`config.mk`:
```
export PLATFORM = sky130hd
export DESIGN_NAME = srte_ctrl
export DESIGN_NICKNAME = d
export VERILOG_FILES = /design/src/rtl/srte_pkg.sv /design/src/rtl/srte_ctrl.sv
export SDC_FILE = /design/constraint.sdc
export NUM_CORES = 1
export LEC_CHECK = 0
export BUFFER_PORTS_ARGS = -buffer_cell sky130_fd_sc_hd__buf_2
export CORE_ASPECT_RATIO = 1.4
export CORE_UTILIZATION = 47
export DETAILED_ROUTE_END_ITERATION = 8
export PLACE_DENSITY_LB_ADDON = 0.3
export SLEW_MARGIN = 5
export SYNTH_ARGS = -nofsm -noshare
export SYNTH_HDL_FRONTEND = slang
export SYNTH_SLANG_ARGS = --single-unit
```
`constraint.sdc`:
```
create_clock -name i_clk -period 1.25 [get_ports i_clk]
set_input_delay 0.125 -clock i_clk [delete_from_list [all_inputs] [get_ports i_clk]]
set_output_delay 0.125 -clock i_clk [all_outputs]
set_load 0.05 [all_outputs]
```
`src/rtl/srte_pkg.sv`:
```
// srte_pkg: shared constants, types and codes for the sorted region table engine
// depends on: nothing
package srte_pkg;

    localparam int MAX_REGIONS = 128;
    localparam int IDX_W       = $clog2(MAX_REGIONS);
    localparam int CNT_W       = $clog2(MAX_REGIONS + 2);
    localparam int RAM_AW      = IDX_W + 2;
    localparam int RAM_DEPTH   = 4 * (2 ** IDX_W);
    localparam int DATA_W      = 128;

    localparam logic [63:0] ADDR_TOP = {64{1'b1}};

    typedef enum logic [1:0] {
        FUNC_ADD    = 2'd0,
        FUNC_REMOVE = 2'd1,
        FUNC_LIMIT  = 2'd2,
        FUNC_NONE   = 2'd3
    } t_func;

    typedef enum logic [3:0] {
        OP_NOP,
        OP_LATCH,
        OP_SETUP,
        OP_INIT,
        OP_READ,
        OP_ADD_NEW,
        OP_ADD_REG,
        OP_REM_REG,
        OP_REM_HI,
        OP_WALK_LEN,
        OP_WALK_STEP,
        OP_FLUSH,
        OP_COMMIT,
        OP_FAIL,
        OP_CUT,
        OP_DONE
    } t_op;

    typedef enum logic [4:0] {
        ST_IDLE,
        ST_SETUP,
        ST_DISPATCH,
        ST_A_FETCH,
        ST_A_PROC,
        ST_A_TAIL,
        ST_A_FLUSH,
        ST_A_CHECK,
        ST_R_FETCH,
        ST_R_PROC,
        ST_R_HI,
        ST_W_FETCH,
        ST_W_LEN,
        ST_W_STEP,
        ST_E_CHECK,
        ST_E_INIT,
        ST_DONE
    } t_state;

    typedef struct packed {
        t_op  op;
        logic tbl;
    } t_cmd;

    typedef struct packed {
        logic  more;
        logic  ins_first;
        logic  ins_done;
        logic  rem_hi;
        logic  found;
        logic  cut_top;
        logic  zero;
        logic  add_over;
        logic  room_sel;
        logic  room_both;
        t_func func;
        logic  tsel;
    } t_sts;

endpackage

```
`src/rtl/srte_ctrl.sv`:
```
// srte_ctrl: sequencing state machine, issues one datapath command per cycle
// depends on: srte_pkg
module srte_ctrl
    import srte_pkg::*;
(
    input  logic i_clk,
    input  logic i_rst_n,
    input  logic start,
    input  t_sts i_sts,
    output t_cmd o_cmd,
    output logic busy
);

    t_state r_state, n_state;
    logic   r_phase, n_phase;

    always_ff @(posedge i_clk) begin
        if (!i_rst_n) begin
            r_state <= ST_IDLE;
            r_phase <= 1'b0;
        end else begin
            r_state <= n_state;
            r_phase <= n_phase;
        end
    end

    always_comb begin
        n_state   = r_state;
        n_phase   = r_phase;
        o_cmd.op  = OP_NOP;
        o_cmd.tbl = 1'b0;
        busy      = 1'b1;

        unique case (r_state)
            ST_IDLE: begin
                busy = 1'b0;
                if (start) begin
                    o_cmd.op = OP_LATCH;
                    n_state  = ST_SETUP;
                end
            end
            ST_SETUP: begin
                o_cmd.op = OP_SETUP;
                n_state  = ST_DISPATCH;
            end
            ST_DISPATCH: begin
                n_state = ST_DONE;
                case (i_sts.func)
                    FUNC_ADD: begin
                        if (!i_sts.zero) begin
                            o_cmd.op  = OP_INIT;
                            o_cmd.tbl = i_sts.tsel;
                            n_state   = ST_A_FETCH;
                        end
                    end
                    FUNC_REMOVE: begin
                        if (!i_sts.zero) begin
                            if (!i_sts.room_sel) begin
                                o_cmd.op = OP_FAIL;
                            end else begin
                                o_cmd.op  = OP_INIT;
                                o_cmd.tbl = i_sts.tsel;
                                n_state   = ST_R_FETCH;
                            end
                        end
                    end
                    FUNC_LIMIT: begin
                        if (!i_sts.zero) begin
                            o_cmd.op = OP_INIT;
                            n_state  = ST_W_FETCH;
                        end
                    end
                    default: begin
                    end
                endcase
            end
            ST_A_FETCH: begin
                if (i_sts.more) begin
                    o_cmd.op = OP_READ;
                    n_state  = ST_A_PROC;
                end else begin
                    n_state = ST_A_TAIL;
                end
            end
            ST_A_PROC: begin
                if (i_sts.ins_first) begin
                    o_cmd.op = OP_ADD_NEW;
                end else begin
                    o_cmd.op = OP_ADD_REG;
                    n_state  = ST_A_FETCH;
                end
            end
            ST_A_TAIL: begin
                if (!i_sts.ins_done) begin
                    o_cmd.op = OP_ADD_NEW;
                end
                n_state = ST_A_FLUSH;
            end
            ST_A_FLUSH: begin
                o_cmd.op = OP_FLUSH;
                n_state  = ST_A_CHECK;
            end
            ST_A_CHECK: begin
                o_cmd.op = i_sts.add_over ? OP_FAIL : OP_COMMIT;
                n_state  = ST_DONE;
            end
            ST_R_FETCH: begin
                if (i_sts.more) begin
                    o_cmd.op = OP_READ;
                    n_state  = ST_R_PROC;
                end else begin
                    o_cmd.op = OP_COMMIT;
                    if ((i_sts.func == FUNC_LIMIT) && !r_phase) begin
                        n_phase = 1'b1;
                        n_state = ST_E_INIT;
                    end else begin
                        n_state = ST_DONE;
                    end
                end
            end
            ST_R_PROC: begin
                o_cmd.op = OP_REM_REG;
                n_state  = i_sts.rem_hi ? ST_R_HI : ST_R_FETCH;
            end
            ST_R_HI: begin
                o_cmd.op = OP_REM_HI;
                n_state  = ST_R_FETCH;
            end
            ST_W_FETCH: begin
                if (i_sts.more && !i_sts.found) begin
                    o_cmd.op = OP_READ;
                    n_state  = ST_W_LEN;
                end else begin
                    n_state = ST_E_CHECK;
                end
            end
            ST_W_LEN: begin
                o_cmd.op = OP_WALK_LEN;
                n_state  = ST_W_STEP;
            end
            ST_W_STEP: begin
                o_cmd.op = OP_WALK_STEP;
                n_state  = ST_W_FETCH;
            end
            ST_E_CHECK: begin
                n_state = ST_DONE;
                if (!i_sts.cut_top) begin
                    if (!i_sts.room_both) begin
                        o_cmd.op = OP_FAIL;
                    end else begin
                        o_cmd.op = OP_CUT;
                        n_phase  = 1'b0;
                        n_state  = ST_E_INIT;
                    end
                end
            end
            ST_E_INIT: begin
                o_cmd.op  = OP_INIT;
                o_cmd.tbl = r_phase;
                n_state   = ST_R_FETCH;
            end
            ST_DONE: begin
                o_cmd.op = OP_DONE;
                n_state  = ST_IDLE;
            end
            default: begin
                n_state = ST_IDLE;
            end
        endcase
    end

endmodule

```
==> qor.txt, run 1 <==
Syn_nets - 134
Asr flop ratio synth - 0%
Synth Register Bits - 6
GR repair worst EP - o_cmd[3]
Number of enable flip-flop cells after synthesis - 0
Clk buf depth - 2
GRT overflow - 9
Largest net degree at the start of global routing - 14
Synth warn - 0
Synth Flop Type - dfxtp_1
WEP type - top-level output
Placer Congestion - 1.024
Cell variety after synth - 50
Failed at - global routing
Initial Util - 49.86%
Register area share after synthesis - 13.71%
Post-synth top area cell - dfxtp_1
Row cnt - 18
I/O Buffers - 21
Area share of the largest cell type after synthesis - 13.71%
Synth top area cells - dfxtp_1, nor2_1, o21ai_0
Syn Std Cell Area - 875.8 µm²
Die height - 53.08 µm
Synthesized area per cell - 7.422 µm²
Tool Error - [ERROR GRT-0232] Routing congestion too high. Check the congestion heatmap in the GUI.
DP HPWL - 2840 µm
Die X - 38.49 µm
Synth Instances - 118
Inserted Clock Buffers - 3
Post-DP Area - 1359 µm²
I/O Pins - 22
Root Buffer - clkbuf_4
Most frequent cell after synthesis - nor2_1
Most common library cells after synthesis - nor2_1, o21ai_0, dfxtp_1, nand2b_1
Clock sinks - 6
Outcome - stopped before the end
GRT Total Usage - 67.23%
Number of H-tree levels - 1
==> what timing repair did <==
action / CTS
buffers inserted: 5
resized for setup: 38
pin swaps: 10
hold buffers: 0
endpoints found under the setup margin: 12
==> layer usage <==
layer / overflow / global-route usage [%]
met5: 0 / 0
met4: 6 / 77.59
met3: 0 / 37.82
met2: 3 / 89.17
met1: 0 / 65.12
==> kinds of logic after synthesis <==
logic type,after synthesis,share of synthesized area [%]
AOI/OAI and AO/OA,40,34.14
buffers and inverters,13,9.570
xor gates and xnor gates,1,1.000
muxes,1,1.143
DFF,6,13.71
and+or+nand+nor,57,40.43
==> metrics by stage <==
stage	setup TNS, ns	util [%]	cells	hold slack, ns	setup slack (ns)
after floorplan	-0.9469	-	118	0.2455	-0.4742
after CTS	-3.525	87.89	204	0.1382	-0.5114
after global placement	-2.457	77.35	196	0.3952	-0.3364
after detailed placement	-2.905	77.35	196	0.4031	-0.3854
==> run 2: changes to the inputs <==
--- a/config.mk
+++ b/config.mk
@@ -6,10 +6,10 @@
 export NUM_CORES = 1
 export LEC_CHECK = 0
 export BUFFER_PORTS_ARGS = -buffer_cell sky130_fd_sc_hd__buf_2
-export CORE_ASPECT_RATIO = 1.4
-export CORE_UTILIZATION = 47
+export CORE_AREA = 2 2 63 65
 export DETAILED_ROUTE_END_ITERATION = 8
-export PLACE_DENSITY_LB_ADDON = 0.3
+export DIE_AREA = 0 0 65 67
+export PLACE_DENSITY_LB_ADDON = 0.15
 export SLEW_MARGIN = 5
 export SYNTH_ARGS = -nofsm -noshare
 export SYNTH_HDL_FRONTEND = slang
==> constraint.sdc (replaced) <==
create_clock -name i_clk -period 1.62 [get_ports i_clk]
set_input_delay 0.162 -clock i_clk [delete_from_list [all_inputs] [get_ports i_clk]]
set_output_delay 0.162 -clock i_clk [all_outputs]
set_load 0.05 [all_outputs]
==> qor.txt, run 2 <==
Avg WL per Cell - 15.75 µm
First-pass GRT wire length - 5271 µm
Most frequent cell after synthesis - nor2_1
Area share of the largest cell type after synthesis - 13.71%
Cell variety after synth - 50
GRT overflow - 0
Root Buffer - clkbuf_8
Final cell utilization of the core - 38.17%
Register area share after synthesis - 13.71%
Vias in the first global route - 1,112
Synth top area cells - dfxtp_1, nor2_1, o21ai_0
Crit-path cells - buf_6, nor4b_4, nand2_1, buf_4, a21o_1, o2111ai_2, buf_6
Top reg by flops - r_state
Die ar. - 4355 µm²
Max-slew violation count - 0
Ant. Diodes - 0
Setup repair after global routing missed its margin - yes
DRC - 0
DP HPWL - 2598 µm
Synth warn - 0
I/O Buffers - 21
Vias/cell - 5.386
Row cnt - 22
Die height - 67 µm
Asr flop ratio synth - 0%
Final net count - 180
Inserted Clock Buffers - 3
Largest register FFs - 5
Synthesized area per cell - 7.422 µm²
DR vias - 1,131
Maxcap violations - 0
Syn-to-layout area delta - 57.14%
Setup violations, final - 5
Clock sinks - 6
Crit path max-delay family - buffers and inverters
Syn Std Cell Area - 875.8 µm²
Drt pass-1 iters - 5
Share of cells above drive strength 1 - 45.68%
Worst setup SP type - flip-flop
Most common library cells after synthesis - nor2_1, o21ai_0, dfxtp_1, nand2b_1
Final worst path period need - 1.755 ns
Outcome - complete, but fails checks
Total Power - 2273 µW
Slowest CP cell - dfxtp_2
Final Skew - 0.004798 ns
Slew margin rel. - 72.76%
Fin crit share - 108.3%
CTS tree - done
Crit-path max cell delay - 0.33 ns
Post-synth top area cell - dfxtp_1
Clk_lat worst skew - 0.22 ns
Number of H-tree levels - 1
Final WL - 3307 µm
Core area - 3606 µm²
Final number of hold-violating endpoints - 0
Die X - 65 µm
Commonest cells after routing, fill and taps aside - buf_4, buf_2, nor2_1, buf_6
Arr. time, crit path - 1.59 ns
CP bufs+invs - 3
WS Path Type - reg2out
Synth Instances - 118
Placer Congestion - 0.8346
Finished Layout Cells - 210
Critical Path Most Common Cell - buf_6
VDD IR max - 0.0003796 V
CTS clk-pin slew, worst paths - 0.04 ns
Leakage Power - 0.0005862 µW
P per Cell Area - 1651 nW/µm²
Initial Util - 24.29%
Post-DRT Antenna Nets - 0
Synth Register Bits - 6
Number of enable flip-flop cells after synthesis - 0
Worst min path class - in2reg
Commonest non-fill, non-tap cell in the layout - buf_4
Biggest registers after layout - r_state x5, r_phase x1
First DRT Iteration DRCs - 59
Synth Flop Type - dfxtp_1
Crit path required time - 1.46 ns
Clk buf depth - 2
Initial antenna violation count - 0
CP max FO - 2
I/O Pins - 22
Placed Instances - 201
Worst Tran Pin Value - 0.4086 ns
F_max - 569.8 MHz
GRT Total Usage - 15.85%
CP endpoint kind - output pin
PnR worst setup slack - -0.1351 ns
Largest net degree at the start of global routing - 18
CTS Hold Bufs - 0
Syn_nets - 134
Failing checks - setup timing
run 2: cell counts after synthesis:
No cell type changed its count.
run 2: area by class of cell:
cell class | instances | area [µm²]
repair buffers | 50 | 394.1
clock buffers | 3 | 41.29
fillers | 382 | 2230
inverters | 4 | 15.01
multi-input cells | 99 | 737.0
flip-flops and latches | 6 | 128.9
well taps | 48 | 60.06
run 2: cell families after synthesis:
| family | after synthesis | share of synthesized area, % |
|---|---|---|
| XOR/XNOR | 1 | 1.000 |
| buffers and inverters | 13 | 9.570 |
| AO/OA/AOI/OAI | 40 | 34.14 |
| multiplexers | 1 | 1.143 |
| AND/OR/NAND/NOR | 57 | 40.43 |
| flip-flops | 6 | 13.71 |
run 2: worst paths after layout:
path / cells after the start / slack [ns] / to / start
setup / recovery: 7 / -0.14 / o_cmd[1] / r_state[0]
hold / removal: 2 / 0.22 / r_state[4] / i_rst_n
setup reg to reg: 5 / 0.06 / r_state[0] / r_state[2]
hold reg to reg: 1 / 0.62 / r_phase / r_phase
run 2: power by group:
part	switching (µW)	internal [µW]
sequential	72.3	200
clock	62.5	159
combinational	958	820
total	1090	1180
run 2: timing repair:
action,in CTS,in global routing
endpoints found under the setup margin,5,6
setup buffers,3,3
resized for setup,18,14
pin swaps,7,7
endpoints found under the hold margin,0,0
run 2: worst reg2reg max path, stage by stage (launching register included):
cell	delay [ns]
dfxtp_4	0.41
buf_4	0.17
inv_1	0.10
or3_1	0.36
a31o_1	0.24
a31oi_1	0.20
run 2: metal layers:
layer / vias to the layer above / track usage [%] / wire length (µm)
met4: 0 / 6.649 / 90
met1: 539 / 18.65 / 1359
met5: - / 0 / 0
li1: 543 / - / -
met3: 10 / 2.872 / 180
met2: 39 / 28.09 / 1677
run 2: stage by stage:
stage	worst slack, ns	area (µm²)	setup TNS (ns)	hold slack (ns)
6_report	-0.1351	1376	-0.4785	0.2212
5_1_grt	-0.2031	1376	-0.7913	0.2271
4_1_cts	-0.1527	1300	-0.5742	0.2170
3_5_place_dp	-0.06779	1181	-0.1360	0.4479
3_3_place_gp	-0.04343	1181	-0.07329	0.4569
2_1_floorplan	-0.1524	899.6	-0.2887	0.2825
No activity file was read; power rests on OpenSTA's default activity.
==> run 3: changes to the inputs <==
--- a/config.mk
+++ b/config.mk
@@ -9,7 +9,6 @@
 export CORE_AREA = 2 2 63 65
 export DETAILED_ROUTE_END_ITERATION = 8
 export DIE_AREA = 0 0 65 67
-export PLACE_DENSITY_LB_ADDON = 0.15
 export SLEW_MARGIN = 5
 export SYNTH_ARGS = -nofsm -noshare
 export SYNTH_HDL_FRONTEND = slang
==> constraint.sdc (replaced) <==
create_clock -name i_clk -period 2.15 [get_ports i_clk]
set_input_delay 0.215 -clock i_clk [delete_from_list [all_inputs] [get_ports i_clk]]
set_output_delay 0.215 -clock i_clk [all_outputs]
set_load 0.05 [all_outputs]
==> qor.txt, run 3 (synthesis gave the netlist of run 2 again) <==
Sw frac - 53.78%
Setup TNS after final layout - 0 ns
Worst R2R Start - r_state[2]
Seq pwr share - 14.7%
Max-slew violation count - 0
Final WL - 2759 µm
Setup Buffers After CTS - 0
Clock network power share - 12.7%
Worst min path class - in2reg
Setup repair after global routing missed its margin - no
Vias in the first global route - 918
Worst Hold Path EP - r_state[2]
Final net count - 160
WS Path Type - reg2out
Post-DRT Antenna Nets - 0
P per Cell Area - 1232 nW/µm²
Largest net degree at the start of global routing - 18
Initial Util - 24.29%
Inserted Clock Buffers - 3
Ant. Diodes - 0
Row cnt - 22
Avg WL per Cell - 14.52 µm
Initial antenna violation count - 0
Share of cells above drive strength 1 - 30.28%
Reg2Reg Capture Point - r_state[0]
R2r setup slk - 0.59 ns
Internal power - 620.3 µW
Vias/cell - 5.432
DP HPWL - 2217 µm
GRT overflow - 0
I/O Pins - 22
Outcome - complete, no violations
VDD IR max - 0.0006165 V
I/O Buffers - 21
DR vias - 1,032
Placer Congestion - 0.9702
CP endpoint kind - output pin
Reg2Reg Depth - 5
Final number of hold-violating endpoints - 0
Setup violations, final - 0
Drt pass-1 iters - 4
Maxcap violations - 0
Syn-to-layout area delta - 24.43%
Worst setup SP type - flip-flop
Arr. time, crit path - 1.83 ns
Largest register FFs - 5
Hold path startpoint - i_rst_n
Final worst path period need - 2.050 ns
Clk_lat worst skew - 0.22 ns
Root Buffer - clkbuf_8
Crit. Startpoint - r_state[0]
Combinational Power Share - 72.6%
Biggest registers after layout - r_state x5, r_phase x1
CTS tree - done
Number of H-tree levels - 1
First-pass GRT wire length - 4284 µm
Crit path required time - 1.93 ns
Final cell utilization of the core - 30.22%
First DRT Iteration DRCs - 110
Slew margin rel. - 73.35%
CP max FO - 8
Net load switching power - 721.9 µW
Crit-path cells - buf_4, nor4b_4, nand2_1, o221a_2, o211ai_1, clkbuf_4
Clock sinks - 6
Leakage Power - 0.0004515 µW
Worst Tran Pin Value - 0.3989 ns
Final Skew - 0.004289 ns
DRC - 0
GRT Total Usage - 12.78%
Fin crit share - 95.34%
Core area - 3606 µm²
F_max - 487.8 MHz
WHS Path Cells - 2
Commonest cells after routing, fill and taps aside - buf_2, nor2_1, buf_4
Slowest CP cell - dfxtp_1
Die height - 67 µm
Die X - 65 µm
Clk buf depth - 2
Die ar. - 4355 µm²
Commonest non-fill, non-tap cell in the layout - buf_2
Crit-path max cell delay - 0.36 ns
CTS clk-pin slew, worst paths - 0.04 ns
Top reg by flops - r_state
## run 3: per-stage QoR
stage          power [µW]  setup slack [ns]  area, µm²  instances  hold WS, ns
2_1_floorplan       926.0            0.2466      875.8        118       0.3429
3_3_place_gp         1153            0.3116       1040        187       0.5098
3_5_place_dp         1142            0.2658       1040        187       0.4998
4_1_cts              1323           0.01636       1081        190       0.2642
5_1_grt              1429           0.01410       1090        190       0.2665
6_report             1342            0.1002       1090        190       0.2739
## run 3: timing repair
action | 4_1_cts | 5_1_grt
endpoints found under the setup margin | 0 | 4
hold buffers | 0 | 0
resized for setup | 0 | 4
## run 3: power groups by stage
stage | clock network (µW) | registers (µW) | logic, µW
6_report | 170 | 197 | 975
5_1_grt | 186 | 203 | 1040
4_1_cts | 178 | 191 | 954
3_5_place_dp | 0 | 194 | 949
3_3_place_gp | 0 | 190 | 963
2_1_floorplan | 0 | 158 | 767
## run 3: layer usage
layer	vias to the layer above	GRT usage, %	part of all wire [%]
li1	503	-	-
met1	477	16.83	43
met2	50	20.62	48
met3	2	3.209	8.0
met4	0	3.457	0.36
met5	-	0	0
## run 3: worst max-delay path, delay by kind of cell, from the launching register on
family	cells	cell delay, ns
simple gates	2	0.41
flops	1	0.36
buf+inv	2	0.45
compound gates	2	0.38
## run 3: worst max path at each step
stage,end,slack (ns),cells past startpoint
final,o_cmd[3],0.10,6
after floorplan,o_cmd[3],0.25,5
after global routing,o_cmd[3],0.01,6
after CTS,o_cmd[1],0.02,6
after detailed placement,o_cmd[3],0.27,6
after global placement,o_cmd[3],0.31,6
## run 3: cell type report
class | count | area (µm²)
fillers | 405 | 2516
multi-input cells | 99 | 674.4
repair buffers | 30 | 177.7
flip-flops and latches | 6 | 121.4
well taps | 48 | 60.06
clock buffers | 3 | 41.29
inverters | 4 | 15.01
